**src/hdl/scmpwm_pkg.sv**
```systemverilog
// Shared types, constants and the control store for the sine/cosine microstep PWM block.
// The sequencer, the datapath and the top level all use this package.
// It has no dependencies of its own.
package scmpwm_pkg;

  localparam int COUNTER_WIDTH_DEF   = 16;
  localparam int SINE_ITERATIONS_DEF = 24;

  localparam int ANGLE_W    = 32;
  localparam int AMP_W      = 17;
  localparam int PERIOD_W   = 16;
  localparam int CMP_W      = 16;
  localparam int CFG_DATA_W = 17;
  localparam int CFG_IDX_W  = 1;

  localparam logic [CFG_IDX_W-1:0] REG_AMPLITUDE = 1'd0;
  localparam logic [CFG_IDX_W-1:0] REG_PERIOD    = 1'd1;

  localparam logic KIND_NEW_ANGLE = 1'b0;

  localparam logic [AMP_W-1:0]    AMP_ONE      = 17'd65536;
  localparam logic [AMP_W-1:0]    AMP_RESET    = 17'd0;
  localparam logic [PERIOD_W-1:0] PERIOD_RESET = 16'd65535;

  // datapath widths: CORDIC registers, shared multiplier operands and product
  localparam int DP_W   = 34;
  localparam int MUL_W  = 33;
  localparam int PROD_W = 66;
  localparam int AH_W   = 32;

  localparam logic [MUL_W-1:0]       PHASE_PER_RAD = 33'd683565276;
  localparam logic signed [DP_W-1:0] GAIN_Q30      = 34'sd652032874;
  localparam logic signed [DP_W-1:0] QUARTER       = 34'sd1073741824;
  localparam logic signed [DP_W-1:0] HALF_TURN     = 34'sd2147483648;
  localparam logic [63:0]            PHASE_RND     = 64'h0000_0000_0080_0000;
  localparam logic [64:0]            OUT_RND       = 65'h0_0000_2000_0000_0000;

  localparam int ATAN_IDX_W = 5;

  localparam int STEP_W = 4;
  localparam logic [STEP_W-1:0] STEP_EMIT = 4'd0;
  localparam logic [STEP_W-1:0] STEP_IDLE = 4'd1;
  localparam logic [STEP_W-1:0] STEP_MULP = 4'd2;
  localparam logic [STEP_W-1:0] STEP_INIT = 4'd3;
  localparam logic [STEP_W-1:0] STEP_ITER = 4'd4;
  localparam logic [STEP_W-1:0] STEP_FLIP = 4'd5;
  localparam logic [STEP_W-1:0] STEP_MULY = 4'd6;
  localparam logic [STEP_W-1:0] STEP_RNDA = 4'd7;
  localparam logic [STEP_W-1:0] STEP_RNDB = 4'd8;

  typedef enum logic [2:0] {
    MS_NONE,
    MS_PHASE,
    MS_AH,
    MS_TRIG_Y,
    MS_TRIG_X
  } mul_sel_t;

  typedef enum logic [2:0] {
    OP_NOP,
    OP_PHASE_INIT,
    OP_CORDIC,
    OP_FLIP,
    OP_ROUND_A,
    OP_ROUND_B,
    OP_EMIT
  } alu_op_t;

  typedef enum logic [2:0] {
    JC_NEVER,
    JC_ALWAYS,
    JC_NO_ACCEPT,
    JC_ITER_MORE,
    JC_OUT_BUSY
  } jump_t;

  typedef struct packed {
    logic              in_rdy;
    mul_sel_t          mul_sel;
    alu_op_t           op;
    jump_t             jc;
    logic [STEP_W-1:0] target;
  } ucode_t;

  // Control store: a taken jump goes to target, otherwise to the next step.
  function automatic ucode_t ucode_rom(input logic [STEP_W-1:0] step);
    ucode_t w;
    w = '{in_rdy: 1'b0, mul_sel: MS_NONE, op: OP_NOP, jc: JC_ALWAYS, target: STEP_IDLE};
    unique case (step)
      STEP_EMIT: w = '{1'b0, MS_NONE,   OP_EMIT,       JC_OUT_BUSY,  STEP_EMIT};
      STEP_IDLE: w = '{1'b1, MS_NONE,   OP_NOP,        JC_NO_ACCEPT, STEP_IDLE};
      STEP_MULP: w = '{1'b0, MS_PHASE,  OP_NOP,        JC_NEVER,     STEP_IDLE};
      STEP_INIT: w = '{1'b0, MS_NONE,   OP_PHASE_INIT, JC_NEVER,     STEP_IDLE};
      STEP_ITER: w = '{1'b0, MS_NONE,   OP_CORDIC,     JC_ITER_MORE, STEP_ITER};
      STEP_FLIP: w = '{1'b0, MS_AH,     OP_FLIP,       JC_NEVER,     STEP_IDLE};
      STEP_MULY: w = '{1'b0, MS_TRIG_Y, OP_NOP,        JC_NEVER,     STEP_IDLE};
      STEP_RNDA: w = '{1'b0, MS_TRIG_X, OP_ROUND_A,    JC_NEVER,     STEP_IDLE};
      STEP_RNDB: w = '{1'b0, MS_NONE,   OP_ROUND_B,    JC_ALWAYS,    STEP_EMIT};
      default:   w = '{1'b0, MS_NONE,   OP_NOP,        JC_ALWAYS,    STEP_IDLE};
    endcase
    return w;
  endfunction

  // Arctangent of 2^-i in Q32 turns
  function automatic logic [31:0] atan_turns(input logic [ATAN_IDX_W-1:0] idx);
    logic [31:0] v;
    v = 32'd0;
    case (idx)
      5'd0:  v = 32'd536870912;
      5'd1:  v = 32'd316933406;
      5'd2:  v = 32'd167458907;
      5'd3:  v = 32'd85004756;
      5'd4:  v = 32'd42667331;
      5'd5:  v = 32'd21354465;
      5'd6:  v = 32'd10679838;
      5'd7:  v = 32'd5340245;
      5'd8:  v = 32'd2670163;
      5'd9:  v = 32'd1335087;
      5'd10: v = 32'd667544;
      5'd11: v = 32'd333772;
      5'd12: v = 32'd166886;
      5'd13: v = 32'd83443;
      5'd14: v = 32'd41722;
      5'd15: v = 32'd20861;
      5'd16: v = 32'd10430;
      5'd17: v = 32'd5215;
      5'd18: v = 32'd2608;
      5'd19: v = 32'd1304;
      5'd20: v = 32'd652;
      5'd21: v = 32'd326;
      5'd22: v = 32'd163;
      5'd23: v = 32'd81;
      5'd24: v = 32'd41;
      5'd25: v = 32'd20;
      5'd26: v = 32'd10;
      5'd27: v = 32'd5;
      5'd28: v = 32'd3;
      5'd29: v = 32'd1;
      5'd30: v = 32'd1;
      default: v = 32'd0;
    endcase
    return v;
  endfunction

endpackage

```
**src/hdl/scmpwm_seq.sv**
```systemverilog
// Microcode sequencer: step counter, control store lookup, jump logic and
// the CORDIC iteration counter. Depends on scmpwm_pkg.
module scmpwm_seq #(
  parameter int SINE_ITERATIONS = scmpwm_pkg::SINE_ITERATIONS_DEF,
  localparam int ITER_W = $clog2(SINE_ITERATIONS)
) (
  input  logic                clk,
  input  logic                rst_n,
  input  logic                in_fire,
  input  logic                out_busy,
  output scmpwm_pkg::ucode_t  uc,
  output logic [ITER_W-1:0]   iter
);
  import scmpwm_pkg::*;

  logic [STEP_W-1:0] pc_r, pc_nxt;
  logic [ITER_W-1:0] iter_r, iter_nxt;
  logic              take;

  always_comb begin
    uc = ucode_rom(pc_r);
    unique case (uc.jc)
      JC_NEVER:     take = 1'b0;
      JC_ALWAYS:    take = 1'b1;
      JC_NO_ACCEPT: take = !in_fire;
      JC_ITER_MORE: take = (iter_r != ITER_W'(SINE_ITERATIONS - 1));
      JC_OUT_BUSY:  take = out_busy;
      default:      take = 1'b1;
    endcase
    pc_nxt = take ? uc.target : pc_r + STEP_W'(1);

    iter_nxt = iter_r;
    if (uc.op == OP_PHASE_INIT) begin
      iter_nxt = '0;
    end else if (uc.op == OP_CORDIC) begin
      iter_nxt = iter_r + ITER_W'(1);
    end
  end

  always_ff @(posedge clk) begin
    if (!rst_n) begin
      pc_r   <= STEP_IDLE;
      iter_r <= '0;
    end else begin
      pc_r   <= pc_nxt;
      iter_r <= iter_nxt;
    end
  end

  assign iter = iter_r;

endmodule

```
**src/hdl/scmpwm_dp.sv**
```systemverilog
// Datapath driven by the control word: shared 33x33 multiplier, phase
// reduction, one CORDIC rotation per step, rounding and saturation. Depends on scmpwm_pkg.
module scmpwm_dp #(
  parameter int COUNTER_WIDTH   = scmpwm_pkg::COUNTER_WIDTH_DEF,
  parameter int SINE_ITERATIONS = scmpwm_pkg::SINE_ITERATIONS_DEF,
  localparam int ITER_W = $clog2(SINE_ITERATIONS)
) (
  input  logic                                       clk,
  input  scmpwm_pkg::ucode_t                         uc,
  input  logic [ITER_W-1:0]                          iter,
  input  logic signed [scmpwm_pkg::ANGLE_W-1:0]      stored_angle,
  input  logic [scmpwm_pkg::AMP_W-1:0]               amplitude,
  input  logic [scmpwm_pkg::PERIOD_W-1:0]            period,
  output logic [scmpwm_pkg::CMP_W-1:0]               cmp_a,
  output logic [scmpwm_pkg::CMP_W-1:0]               cmp_b
);
  import scmpwm_pkg::*;

  localparam int PER_W  = (COUNTER_WIDTH < PERIOD_W) ? COUNTER_WIDTH : PERIOD_W;
  localparam int HALF_W = PER_W - 1;
  localparam int R_W    = 19;

  logic signed [DP_W-1:0]   x_r, y_r, z_r;
  logic                     flip_r;
  logic signed [PROD_W-1:0] prod_r;
  logic [AH_W-1:0]          ah_r;
  logic [PER_W-1:0]         cmp_a_r, cmp_b_r;

  logic [AMP_W-1:0]         amp_clamp;
  logic [HALF_W-1:0]        half;
  logic signed [DP_W-1:0]   x_abs, y_abs;
  logic signed [MUL_W-1:0]  op_a, op_b;
  logic signed [PROD_W-1:0] mul_out;
  logic [63:0]              phase_sum;
  logic signed [DP_W-1:0]   z_start, z_fold;
  logic                     fold;
  logic signed [DP_W-1:0]   dx, dy, at;
  logic [64:0]              rnd_sum;
  logic [R_W-1:0]           r;
  logic [HALF_W-1:0]        r_sat;
  logic                     neg;
  logic [PER_W-1:0]         cmp;

  always_comb begin
    amp_clamp = (amplitude > AMP_ONE) ? AMP_ONE : amplitude;
    half      = period[PER_W-1:1];
    x_abs     = x_r[DP_W-1] ? -x_r : x_r;
    y_abs     = y_r[DP_W-1] ? -y_r : y_r;

    unique case (uc.mul_sel)
      MS_PHASE: begin
        op_a = {stored_angle[ANGLE_W-1], stored_angle};
        op_b = PHASE_PER_RAD;
      end
      MS_AH: begin
        op_a = MUL_W'(amp_clamp);
        op_b = MUL_W'(half);
      end
      MS_TRIG_Y: begin
        op_a = y_abs[MUL_W-1:0];
        op_b = MUL_W'(prod_r[AH_W-1:0]);
      end
      MS_TRIG_X: begin
        op_a = x_abs[MUL_W-1:0];
        op_b = MUL_W'(ah_r);
      end
      default: begin
        op_a = '0;
        op_b = '0;
      end
    endcase
    mul_out = op_a * op_b;

    // Q32-turn phase, read as signed; fold beyond a quarter turn
    phase_sum = prod_r[63:0] + PHASE_RND;
    z_start   = {{(DP_W-32){phase_sum[55]}}, phase_sum[55:24]};
    fold      = 1'b0;
    z_fold    = z_start;
    if (z_start > QUARTER) begin
      z_fold = z_start - HALF_TURN;
      fold   = 1'b1;
    end else if (z_start < -QUARTER) begin
      z_fold = z_start + HALF_TURN;
      fold   = 1'b1;
    end

    dx = y_r >>> iter;
    dy = x_r >>> iter;
    at = $signed({{(DP_W-32){1'b0}}, atan_turns(ATAN_IDX_W'(iter))});

    // round half away from zero on the magnitude, then saturate to half
    rnd_sum = {1'b0, prod_r[63:0]} + OUT_RND;
    r       = rnd_sum[64:46];
    r_sat   = (r > R_W'(half)) ? half : r[HALF_W-1:0];
    neg     = (uc.op == OP_ROUND_A) ? y_r[DP_W-1] : x_r[DP_W-1];
    cmp     = neg ? ({1'b0, half} - {1'b0, r_sat}) : ({1'b0, half} + {1'b0, r_sat});
  end

  always_ff @(posedge clk) begin
    if (uc.mul_sel != MS_NONE) begin
      prod_r <= mul_out;
    end
    if (uc.mul_sel == MS_TRIG_Y) begin
      ah_r <= prod_r[AH_W-1:0];
    end
    case (uc.op)
      OP_PHASE_INIT: begin
        x_r    <= GAIN_Q30;
        y_r    <= '0;
        z_r    <= z_fold;
        flip_r <= fold;
      end
      OP_CORDIC: begin
        if (!z_r[DP_W-1]) begin
          x_r <= x_r - dx;
          y_r <= y_r + dy;
          z_r <= z_r - at;
        end else begin
          x_r <= x_r + dx;
          y_r <= y_r - dy;
          z_r <= z_r + at;
        end
      end
      OP_FLIP: begin
        if (flip_r) begin
          x_r <= -x_r;
          y_r <= -y_r;
        end
      end
      OP_ROUND_A: cmp_a_r <= cmp;
      OP_ROUND_B: cmp_b_r <= cmp;
      default: ;
    endcase
  end

  assign cmp_a = CMP_W'(cmp_a_r);
  assign cmp_b = CMP_W'(cmp_b_r);

endmodule

```
**src/hdl/sine_cosine_microstep_pwm.sv**
```systemverilog
// Two-phase sine/cosine microstep compare generator: config registers,
// stored angle and output register around the sequencer and datapath.
// An accepted angle passes the steps phase multiply, phase init, the CORDIC rotations,
// flip, the two trig multiplies with their roundings, and emit; a new item is accepted
// only after the emit. The CORDIC loop runs one rotation per cycle on the shared datapath.
// Reset (synchronous): amplitude 0, period 65535, stored angle 0, no result pending.
module sine_cosine_microstep_pwm #(
  parameter int COUNTER_WIDTH   = scmpwm_pkg::COUNTER_WIDTH_DEF,
  parameter int SINE_ITERATIONS = scmpwm_pkg::SINE_ITERATIONS_DEF
) (
  input  logic                                   clk,
  input  logic                                   rst_n,
  input  logic                                   in_valid,
  output logic                                   in_ready,
  input  logic                                   in_kind,
  input  logic signed [scmpwm_pkg::ANGLE_W-1:0]  in_angle,
  output logic                                   out_valid,
  input  logic                                   out_ready,
  output logic [scmpwm_pkg::CMP_W-1:0]           out_compare_a,
  output logic [scmpwm_pkg::CMP_W-1:0]           out_compare_b,
  input  logic                                   cfg_we,
  input  logic [scmpwm_pkg::CFG_IDX_W-1:0]       cfg_index,
  input  logic [scmpwm_pkg::CFG_DATA_W-1:0]      cfg_data
);
  import scmpwm_pkg::*;

  localparam int ITER_W = $clog2(SINE_ITERATIONS);

  logic [AMP_W-1:0]          amplitude_r;
  logic [PERIOD_W-1:0]       period_r;
  logic signed [ANGLE_W-1:0] stored_angle_r;
  logic                      out_valid_r, out_valid_nxt;
  logic [CMP_W-1:0]          out_compare_a_r, out_compare_b_r;

  ucode_t            uc;
  logic [ITER_W-1:0] iter;
  logic              in_fire;
  logic              out_busy;
  logic              emit;
  logic [CMP_W-1:0]  cmp_a, cmp_b;

  assign in_ready = uc.in_rdy;
  assign in_fire  = in_valid && uc.in_rdy;
  assign out_busy = out_valid_r && !out_ready;
  assign emit     = (uc.op == OP_EMIT) && !out_busy;

  always_comb begin
    out_valid_nxt = out_valid_r;
    if (emit) begin
      out_valid_nxt = 1'b1;
    end else if (out_ready) begin
      out_valid_nxt = 1'b0;
    end
  end

  always_ff @(posedge clk) begin
    if (!rst_n) begin
      amplitude_r    <= AMP_RESET;
      period_r       <= PERIOD_RESET;
      stored_angle_r <= '0;
      out_valid_r    <= 1'b0;
    end else begin
      out_valid_r <= out_valid_nxt;
      if (in_fire && in_kind == KIND_NEW_ANGLE) begin
        stored_angle_r <= in_angle;
      end
      if (cfg_we) begin
        unique case (cfg_index)
          REG_AMPLITUDE: amplitude_r <= cfg_data[AMP_W-1:0];
          REG_PERIOD:    period_r    <= cfg_data[PERIOD_W-1:0];
          default: ;
        endcase
      end
    end
  end

  // result payload holds while the consumer stalls
  always_ff @(posedge clk) begin
    if (emit) begin
      out_compare_a_r <= cmp_a;
      out_compare_b_r <= cmp_b;
    end
  end

  scmpwm_seq #(
    .SINE_ITERATIONS(SINE_ITERATIONS)
  ) u_seq (
    .clk      (clk),
    .rst_n    (rst_n),
    .in_fire  (in_fire),
    .out_busy (out_busy),
    .uc       (uc),
    .iter     (iter)
  );

  scmpwm_dp #(
    .COUNTER_WIDTH  (COUNTER_WIDTH),
    .SINE_ITERATIONS(SINE_ITERATIONS)
  ) u_dp (
    .clk          (clk),
    .uc           (uc),
    .iter         (iter),
    .stored_angle (stored_angle_r),
    .amplitude    (amplitude_r),
    .period       (period_r),
    .cmp_a        (cmp_a),
    .cmp_b        (cmp_b)
  );

  assign out_valid     = out_valid_r;
  assign out_compare_a = out_compare_a_r;
  assign out_compare_b = out_compare_b_r;

endmodule
```
**config.mk**
```make
export PLATFORM = sky130hd
export DESIGN_NAME = sine_cosine_microstep_pwm
export DESIGN_NICKNAME = d
export VERILOG_FILES = /design/src/hdl/scmpwm_pkg.sv /design/src/hdl/scmpwm_seq.sv /design/src/hdl/scmpwm_dp.sv /design/src/hdl/sine_cosine_microstep_pwm.sv
export SDC_FILE = /design/constraint.sdc
export NUM_CORES = 2
export LEC_CHECK = 0
export BUFFER_PORTS_ARGS = -buffer_cell sky130_fd_sc_hd__buf_4
export CAP_MARGIN = 40
export CORE_MARGIN = 8
export CORE_UTILIZATION = 50
export DETAILED_ROUTE_END_ITERATION = 10
export MAX_ROUTING_LAYER = met4
export PLACE_DENSITY = 0.76
export SYNTH_ARGS = -nofsm -noshare
export SYNTH_HDL_FRONTEND = slang
export SYNTH_SLANG_ARGS = --single-unit
```
**constraint.sdc**
```tcl
create_clock -name clk -period 12.7 [get_ports clk]
set_input_delay 2.54 -clock clk [delete_from_list [all_inputs] [get_ports clk]]
set_output_delay 2.54 -clock clk [all_outputs]
set_load 0.01 [all_outputs]
```
==> impl_metrics.tcl <==
set metrics [dict create \
    status "complete, no violations" \
    fin_crit_sh_pct 97.06 \
    ys_ff_latch 379 \
    end_kind "flip-flop" \
    layout-drive-gt1-share_pct 7.868 \
    crit_type "flip-flop to flip-flop" \
    ys.flop_type "edfxtp_1" \
    synth.net_count 8949 \
    layout.cells.non_filler 9156 \
    fmax_mhz 81.12 \
    finClkSkew_ns 0.02536 \
    cts_setup_buffers 0 \
    cts_tree "yes" \
    cp_num_buf_inv 5 \
    antenna_left 0 \
    grt_start_max_net_pins 74 \
    slowest_delay_ns 0.59 \
    multiInputGateArea_um2 50720 \
    final_max_slew_viol_count 0 \
    dieArea_um2 145200 \
    path_common_cell "fa_1" \
    synth-simple-area-share_pct 15.15 \
    die_height_um 381.0 \
    worstPathMaxFanout 14 \
    grt_pass1_wl_um 345700 \
    synth_top_family_by_area "adder cells" \
    initial_core_util_pct 50.17 \
    max_slew.worst_pin.slew_ns 1.258 \
    cp-start-kind "flip-flop" \
    dp_cells 9074 \
    wl_per_cell_um 24.84 \
    drc_errors 0 \
    synthArstFlopShare_pct 0 \
    pwr_density_cell_nw_per_um2 162.5 \
    io-pin-count 90 \
    regArea_um2 10240 \
    synthAdderAreaFrac_pct 39.30 \
    synthCells 7459 \
    yosysSeqAreaShare_pct 15.34 \
    relSlewSlack_pct 16.14 \
    max-cap-violations 0 \
    critPathSlowestCell "or4_1" \
    gp_routability_congestion 1.069 \
    syn-mean-instance-area_um2 8.931 \
    fin_nets 8840 \
    htreeDepth 2 \
    clk_path_buf_depth 3 \
    die_x_um 381.0 \
    yosys_warnings 0 \
    yosys.area_share.xor_xnor_pct 5.954 \
    portBuffers 89 \
    ir_drop_v 0.0001398 \
    cts.clk_slew.worst_paths_ns 0.07 \
    drt_first_pass_iters 8 \
    synth_edf_count 263 \
    fp-row-count 134 \
    area_delta_synth_final_pct 6.856 \
    antenna_found_initial 8 \
    muxShareOfSynthArea_pct 4.532 \
    post-place-ws_ns 0.5452 \
    finalInstanceArea_um2 71180 \
    yosysTopAreaCell "fa_1" \
    min-delay-start "u_dp.cmp_b[13]" \
    synthTopCellsByArea "fa_1, edfxtp_1, ha_1" \
    postRouteWirelength_um 227500 \
    cts_buffers 42 \
    crit_path_start "u_dp.y_r[2]" \
    final_cell_mix "nor2_1, inv_1, fa_1" \
    required_ns 13.03 \
    cts_root_buf "clkbuf_16" \
    place_hpwl_um 178200 \
    cts_sinks 379 \
    mostFrequentLayoutCell "nor2_1" \
    synth_area_um2 66620 \
    setup-violations-final 0 \
    leakagePower_nw 32.79 \
    fillCellCount 12030 \
    grt-ovfl-total 0 \
    hold_viol_final 0 \
    worstPathArrival_ns 12.66 \
    core-area_um2 132800 \
    fin_crit_ns 12.33 \
    vias_per_cell 6.102 \
    grt_pass1_vias 57150 \
    post-route-util_pct 53.61 \
    critPathTopFamily "adder cells" \
    num_vias 55870 \
    place_area_um2 69630 \
    hp-class "flip-flop to flip-flop" \
    initialDrtViolationCount 6753 \
    synth_cell_types 101 \
    synth_compound_area_share_pct 10.74 \
    fin_ws_ns 0.3728 \
    grt.total_usage_pct 31.69 \
    yosys.area.top_type_share_pct 32.97 \
    timing.rr.start "u_dp.y_r[2]" \
    clkLatencyLatePin_ns 0.61 \
]
-- stage by stage --
step                      setup TNS [ns]  hold slack, ns  total power, W
after floorplan                        0          0.4003        0.007712
after global placement                 0          0.4028        0.009714
after detailed placement               0          0.4045        0.009913
after CTS                              0          0.4193         0.01134
after global routing           -0.008046          0.4249         0.01226
final                                  0          0.4182         0.01156
-- flip-flops by register name (all words and copies together) (netlist names), 15 cells and up --
signal	flops
u_dp.cmp_b	16
out_compare_b	16
u_dp.at	30
out_compare_a	16
u_dp.prod_r	64
amplitude_r	17
stored_angle_r	32
u_dp.cmp_a	16
period_r	15
u_dp.y_r	34
u_dp.z_r	34
u_dp.ah_r	32
u_dp.x_r	34
-- metal layers --
metal  vias up  global-route usage [%]  routed length (µm)
li1      23670                       -                   -
met1     27810                   39.83               84140
met2      3555                   47.86              100500
met3       834                   7.013               26870
met4         0                   17.09               15910
met5         -                       -                   0
-- cell type report --
cell class                 count  share of cell area, %
antenna                        4                0.01406
timing repair buffer         277                  3.204
clock inverter                27                 0.5009
sequential                   379                  14.38
clock buffer                  51                  1.640
inverter                    1117                  5.890
multi-input combinational   5533                  71.26
tap                         1768                  3.108
-- synthesized netlist by cell type (all sizes together), types with 37 or more instances --
master and n:
o22ai 38, mux2 41, xor2 214, a21boi 63, inv 1111, mux2i 98
o211ai 37, edfxtp 263, buf 110, fa 1097, nor2 1115, mux4 70
a21o 101, nor3 61, a211oi 43, a31oi 43, and3 46, dfxtp 116
or3 39, o21ai 209, a21oi 339, nor2b 37, clkbuf 319, nand2 669
xnor2 238, nand3 64, ha 337, nand2b 114
-- path summary, 6_finish.rpt --
path / slack, ns / depth (start not counted) / endpoint
hold / removal: 0.42 / 0 / out_compare_b[13]
setup reg to reg: 0.37 / 38 / u_dp.prod_r[44]
hold reg to reg: 0.42 / 0 / out_compare_b[13]
setup / recovery: 0.37 / 38 / u_dp.prod_r[44]
-- power breakdown --
group          internal (W)  switching (W)
Sequential          0.00181       0.000500
Combinational       0.00304        0.00487
Clock              0.000789       0.000564
Total               0.00563        0.00593
-- repair_timing --
| action | CTS | global route |
|---|---|---|
| hold buffers | 0 | 0 |
| resized for setup | 0 | 3 |
| endpoints found under the setup margin | 0 | 2 |
-- logic make-up (layout without fill, tap and decap cells) --
kind of cell | Yosys count | in the layout
AND/OR/NAND/NOR | 2323 | 2323
multiplexers | 209 | 209
other | 0 | 4
flip-flops | 379 | 379
AO/OA/AOI/OAI | 1115 | 1115
XOR/XNOR | 452 | 452
adder cells (fa/ha/maj) | 1434 | 1434
buffers and inverters | 1547 | 1472
Power figures use the tool's default switching activity.
